File: config.mk
export PLATFORM = sky130hd
export DESIGN_NAME = telnet_rx_command_stripper_unit
export DESIGN_NICKNAME = d
export VERILOG_FILES = /design/src/hdl/tnrx_pkg.sv /design/src/hdl/telnet_rx_command_stripper_unit.sv
export SDC_FILE = /design/constraint.sdc
export NUM_CORES = 1
export LEC_CHECK = 0
export BUFFER_PORTS_ARGS = -buffer_cell sky130_fd_sc_hd__buf_4
export CORE_AREA = 2 2 53 55
export CTS_BUF_LIST = sky130_fd_sc_hd__clkbuf_8
export DETAILED_ROUTE_END_ITERATION = 8
export DIE_AREA = 0 0 55 57
export GPL_TIMING_DRIVEN = 0
export PLACE_DENSITY = 0.78
export SYNTH_ARGS = -nofsm -noshare
export SYNTH_HDL_FRONTEND = slang
export SYNTH_SLANG_ARGS = --single-unit
export TNS_END_PERCENT = 100
File: constraint.sdc
create_clock -name clk_i -period 3.24 [get_ports clk_i]
set_clock_uncertainty 0.1 [all_clocks]
set_input_delay 0.486 -clock clk_i [delete_from_list [all_inputs] [get_ports clk_i]]
set_output_delay 0.486 -clock clk_i [all_outputs]
set_load 0.05 [all_outputs]
File: src/hdl/tnrx_pkg.sv
// tnrx_pkg: telnet command codes and parser state type for the receive stripper
// no dependencies

package tnrx_pkg;

  // telnet command bytes
  localparam logic [7:0] CodeSe   = 8'd240;
  localparam logic [7:0] CodeGa   = 8'd249;
  localparam logic [7:0] CodeSb   = 8'd250;
  localparam logic [7:0] CodeWill = 8'd251;
  localparam logic [7:0] CodeWont = 8'd252;
  localparam logic [7:0] CodeDo   = 8'd253;
  localparam logic [7:0] CodeDont = 8'd254;
  localparam logic [7:0] CodeIac  = 8'd255;

  // reply beat positions
  localparam logic [1:0] BeatFirst = 2'd0;
  localparam logic [1:0] BeatCmd   = 2'd1;
  localparam logic [1:0] BeatLast  = 2'd2;

  // parser state, one-hot
  typedef enum logic [4:0] {
    StIdle   = 5'b00001,
    StIac    = 5'b00010,
    StOpt    = 5'b00100,
    StSub    = 5'b01000,
    StSubIac = 5'b10000
  } parse_state_e;

endpackage

File: src/hdl/telnet_rx_command_stripper_unit.sv
// telnet_rx_command_stripper_unit: strips telnet command sequences from a received byte
// stream and emits refusal replies; depends on tnrx_pkg
//
// Received bytes enter on the slave stream one per transfer. Plain data (and IAC IAC as
// one 255 byte) leaves on the master stream with tuser = 0. Two-byte commands, WONT/DONT
// with option, and subnegotiations up to IAC SE are dropped. DO opt is answered with the
// three-beat reply IAC WONT opt, and WILL opt with IAC DONT opt, all with tuser = 1; tlast
// marks the final beat caused by one input byte. The parser state updates in the cycle a
// byte is taken and the result sits in a one-entry output register, so one byte is taken
// per cycle as long as the output side keeps up; a reply holds the input while its further
// beats occupy that register.

module telnet_rx_command_stripper_unit
  import tnrx_pkg::*;
(
  input  logic       clk_i,
  input  logic       rst_ni,
  input  logic       s_axis_tvalid_i,
  output logic       s_axis_tready_o,
  input  logic [7:0] s_axis_tdata_i,   // [7:0] rx_byte
  output logic       m_axis_tvalid_o,
  input  logic       m_axis_tready_i,
  output logic [7:0] m_axis_tdata_o,   // [7:0] out_byte
  output logic       m_axis_tuser_o,   // [0] to_peer
  output logic       m_axis_tlast_o    // last
);

  parse_state_e state_q, state_d;
  logic [7:0]   held_q, held_d;

  logic       out_vld_q, out_vld_d;
  logic       out_peer_q, out_peer_d;
  logic [7:0] out_byte_q, out_byte_d;
  logic [7:0] reply_cmd_q, reply_cmd_d;
  logic [1:0] beat_q, beat_d;

  logic in_xfer, out_xfer, out_done;
  logic emit_data, emit_reply;
  logic [7:0] b;

  assign b = s_axis_tdata_i;

  // output side: a beat is final for data, or at the last reply position
  assign m_axis_tvalid_o = out_vld_q;
  assign m_axis_tuser_o  = out_peer_q;
  assign m_axis_tlast_o  = !out_peer_q || (beat_q == BeatLast);
  assign out_xfer        = out_vld_q && m_axis_tready_i;
  assign out_done        = out_xfer && m_axis_tlast_o;

  always_comb begin
    case (beat_q)
      BeatFirst: m_axis_tdata_o = out_peer_q ? CodeIac : out_byte_q;
      BeatCmd:   m_axis_tdata_o = reply_cmd_q;
      default:   m_axis_tdata_o = out_byte_q;
    endcase
  end

  // input is taken when the output register is free or empties now
  assign s_axis_tready_o = !out_vld_q || out_done;
  assign in_xfer         = s_axis_tvalid_i && s_axis_tready_o;

  // parser next state and result decision
  always_comb begin
    state_d    = state_q;
    held_d     = held_q;
    emit_data  = 1'b0;
    emit_reply = 1'b0;
    case (state_q)
      StIac: begin
        if (b == CodeIac) begin
          state_d   = StIdle;
          emit_data = 1'b1;
        end else if (b inside {[CodeWill:CodeDont]}) begin
          held_d  = b;
          state_d = StOpt;
        end else if (b == CodeSb) begin
          state_d = StSub;
        end else begin
          // two-byte command or unknown byte below SE
          state_d = StIdle;
        end
      end
      StOpt: begin
        state_d    = StIdle;
        emit_reply = (held_q == CodeDo) || (held_q == CodeWill);
      end
      StSub: begin
        if (b == CodeIac) state_d = StSubIac;
      end
      StSubIac: begin
        // SE closes, escaped IAC or stray byte goes back to the body
        state_d = (b == CodeSe) ? StIdle : StSub;
      end
      default: begin
        if (b == CodeIac) begin
          state_d = StIac;
        end else begin
          state_d   = StIdle;
          emit_data = 1'b1;
        end
      end
    endcase
  end

  // output register load and beat stepping
  always_comb begin
    out_vld_d   = out_vld_q;
    out_peer_d  = out_peer_q;
    out_byte_d  = out_byte_q;
    reply_cmd_d = reply_cmd_q;
    beat_d      = beat_q;
    if (out_done) begin
      out_vld_d = 1'b0;
    end else if (out_xfer) begin
      beat_d = beat_q + 2'd1;
    end
    if (in_xfer && (emit_data || emit_reply)) begin
      out_vld_d   = 1'b1;
      out_peer_d  = emit_reply;
      out_byte_d  = b;
      reply_cmd_d = (held_q == CodeDo) ? CodeWont : CodeDont;
      beat_d      = BeatFirst;
    end
  end

  // control registers
  always_ff @(posedge clk_i or negedge rst_ni) begin
    if (!rst_ni) begin
      state_q   <= StIdle;
      held_q    <= 8'd0;
      out_vld_q <= 1'b0;
      beat_q    <= BeatFirst;
    end else begin
      if (in_xfer) begin
        state_q <= state_d;
        held_q  <= held_d;
      end
      out_vld_q <= out_vld_d;
      beat_q    <= beat_d;
    end
  end

  // payload registers
  always_ff @(posedge clk_i) begin
    out_peer_q  <= out_peer_d;
    out_byte_q  <= out_byte_d;
    reply_cmd_q <= reply_cmd_d;
  end

  // a byte is only taken while the output register is free or finishing
  a_no_overrun: assert property (@(posedge clk_i) disable iff (!rst_ni)
    (s_axis_tvalid_i && s_axis_tready_o && out_vld_q) |-> out_done)
    else $error("input taken while a result was still pending");

  // beat counter stays within the three reply positions
  a_beat_range: assert property (@(posedge clk_i) disable iff (!rst_ni)
    beat_q != 2'd3)
    else $error("reply beat counter out of range");

  // a data beat is always a single first beat
  a_data_single: assert property (@(posedge clk_i) disable iff (!rst_ni)
    (out_vld_q && !out_peer_q) |-> (beat_q == BeatFirst))
    else $error("data result on a later beat position");

  // a reply continues with its command beat after its first beat is transferred
  a_reply_steps: assert property (@(posedge clk_i) disable iff (!rst_ni)
    (out_vld_q && out_peer_q && m_axis_tready_i && (beat_q == BeatFirst))
      |=> (out_vld_q && out_peer_q && (beat_q == BeatCmd)))
    else $error("reply sequence broken");

endmodule
==> results.cfg <==
[routing]
route.detailed.drc = 0
firstDrtPassIters = 4
via_per_inst = 5.54
wl_um = 2440
antenna_left = 0
num_vias = 981
drt-initial-drc-count = 18
avgRoutedWirePerCell_um = 13.8

[finish]
final_util_pct = 61.1
n_antenna_cell = 0
layout-drive-gt1-share_pct = 29.5
fin_area_um2 = 1600
mostFrequentLayoutCells = 23 x buf_4, 15 x dfrtp_1, 11 x nand2_1
fin_nets = 162
fill_cells = 235
area_growth_pct = 20.9
layout_commonest_cell = buf_4

[die]
die_x_um = 55
dieArea_um2 = 3140
core_um2 = 2620
boundaryPins = 24
die-height_um = 57
initial_utilization_pct = 50.6
num_rows = 19

[min_path]
hold_class = input port to flop
hold_path_end = out_byte_q[5]$_DFFE_PP_
min_path_cells = 1
hp-start = s_axis_tdata_i[5]

[timing]
setup_viol = 0
slew_headroom_pct = 34.0
period_share_pct = 81.9
hold_violations = 0
finalMaxSlewViolations = 0
fmax_mhz = 377
min_period_ns = 2.65
worst_pin_slew_ns = 0.990
finalSetupTns_ns = 0
rsz0062_at_grt = no

[clocking]
clock_latency_ns = 0.27
cts_hold_buf = 1
cts-root-buf = clkbuf_8
cts.sinks = 26
h-tree-depth = 1
ctsResizeCount = 0
clk_pin_slew_ns = 0.08
cts.path.max_buffers = 2
cts_inserted_buffers = 3
cts_tree = yes
cts_setup_buffers = 0

[worst_setup_path]
crit_type = flop to flop
r2r-end = out_byte_q[2]$_DFFE_PP_
crit_fanout = 12
cp-start-kind = flop
reg2regPathDepth = 4
regToRegSetupSlack_ns = 0.59
critical_path_arrival_ns = 2.45
critPathRequiredTime_ns = 3.03
r2r-start = state_q[2]$_DFFE_PN0P_
cp-end-kind = flop

[power_and_ir_drop]
p_clk_share_pct = 19.2
netSwitchingFraction_pct = 40.6
p_comb_share_pct = 42.8
p_per_area_nw_per_um2 = 658
p_sw_uw = 427
seqPwrFrac_pct = 37.9
ir_drop_uv = 557
p_leak_nw = 0.721
p_int_uw = 625

[synthesis]
synthMuxAreaShare_pct = 5.77
yosysUniqueCellTypes = 40
synth_top_family_by_area = simple AND/OR/NAND/NOR gates
syn_avg_cell_area_um2 = 11.2
synth.cell_area_um2 = 1320
synth-simple-area-share_pct = 22.2
ys_warn_count = 0
synth-compound-area-share_pct = 9.74
syn_nets = 133
synthAdderAreaFrac_pct = 2.84
ys_seq_elements = 26
synth-xor-area-share_pct = 2.65
yosysSeqAreaShare_pct = 53.1
postSynthCellCount = 118

[placement]
dp.final_hpwl_um = 1860
place.port_buffers = 23
post_dp_cell_area_um2 = 1530
globalplace.congestion = 0.770

[global_routing]
grt_usage_pct = 17.0
grt_max_degree = 17
overflow = 0
grt_pass1_vias = 895
antenna_found_initial = 0
grt_pass1_wl_um = 3860

[run]
maxCapViolations = 0

[status]
status = complete, no violations
==> layer usage <==
metal,track usage (%),share of wire [%],up-vias
met3,2.88,5.5,5
met2,27.6,50,27
met1,21.9,43,470
met4,8.01,1.8,0
met5,0,0,-
li1,-,-,479
==> worst max-delay path: stages, from the launching register on <==
cell and delay (ns):
dfrtp_1 0.46, or4b_4 0.58, o2111ai_1 0.20, o31ai_1 0.12, a21oi_1 0.81
==> through the flow <==
stage / setup slack (ns) / hold WS, ns / std cells / total power [mW]
2_1_floorplan: 0.115 / 0.0904 / 118 / 0.721
3_3_place_gp: 0.649 / 0.251 / 172 / 0.845
3_5_place_dp: 0.599 / 0.254 / 172 / 0.859
4_1_cts: 0.589 / 0.305 / 177 / 1.06
5_1_grt: 0.413 / 0.310 / 177 / 1.10
6_report: 0.586 / 0.312 / 177 / 1.05
==> kinds of logic (layout without fill, tap and decap cells) <==
logic type | count (synthesis) | after routing
AOI/OAI and AO/OA | 19 | 19
xor gates and xnor gates | 4 | 4
adders and majority gates | 3 | 3
buffers and inverters | 11 | 39
DFF | 26 | 26
muxes | 6 | 6
and+or+nand+nor | 49 | 49
==> cell usage after synthesis, drive strengths merged <==
cell     number  share of area, %
or2           1              0.47
or3           2              0.95
nor2b         1              0.47
buf           1              0.85
mux2i         2               1.5
nand2        11               3.1
or4           3               1.7
o211ai        1              0.57
nor3          2              0.76
nand4         2              0.95
dfrtp        15                28
o21ai         5               1.9
o311a         1              0.85
and3          1              0.47
nand3b        1              0.57
mux2          4               4.3
o21bai        2               1.1
xor2          1              0.66
and4          1              0.66
dfstp         1               2.0
o31ai         3               1.7
a21bo         1              0.76
nor2          5               1.6
edfxtp       10                23
a21oi         4               1.5
nand2b        6               2.8
nor4          1              0.47
or2b          5               3.1
inv          10               2.8
nand3         4               1.5
and3b         1              0.76
or4b          2               1.8
ha            3               2.8
xnor2         3               2.0
o2111ai       2               1.3
==> power groups by stage <==
stage               clock, mW  sequential, mW  combinational (mW)
floorplan                   0           0.411               0.310
global placement            0           0.405               0.440
detailed placement          0           0.407               0.452
CTS                     0.207           0.400               0.455
global route            0.218           0.404               0.480
finish                  0.202           0.399               0.450
==> registers in the layout, indices dropped and copies added, names as in the netlist <==
| signal | count |
|---|---|
| state_q | 5 |
| out_byte_q | 8 |
| held_q | 8 |
| m_axis_tvalid_o | 1 |
| reply_cmd_q | 1 |
| m_axis_tuser_o | 1 |
| beat_q | 2 |
==> layout make-up <==
class	count	area [um^2]	share of cell area [%]
flip-flops and latches	26	702	43.9
clock buffers	4	55.1	3.44
well taps	31	38.8	2.43
plain buffers	1	11.3	0.704
inverters	10	37.5	2.35
repair buffers	24	183	11.4
multi-input cells	81	572	35.8
==> worst max path at each step <==
stage / to / startpoint / cells past startpoint / slack, ns
final: out_byte_q[2]$_DFFE_PP_ / state_q[2]$_DFFE_PN0P_ / 4 / 0.59
after CTS: out_byte_q[3]$_DFFE_PP_ / state_q[1]$_DFFE_PN0P_ / 4 / 0.59
after global placement: out_byte_q[4]$_DFFE_PP_ / state_q[2]$_DFFE_PN0P_ / 4 / 0.65
after floorplan: m_axis_tuser_o$_DFFE_PP_ / m_axis_tuser_o$_DFFE_PP_ / 4 / 0.12
after detailed placement: out_byte_q[7]$_DFFE_PP_ / state_q[1]$_DFFE_PN0P_ / 4 / 0.60
after global routing: out_byte_q[2]$_DFFE_PP_ / state_q[1]$_DFFE_PN0P_ / 4 / 0.41
No activity file was read; power rests on OpenSTA's default activity.
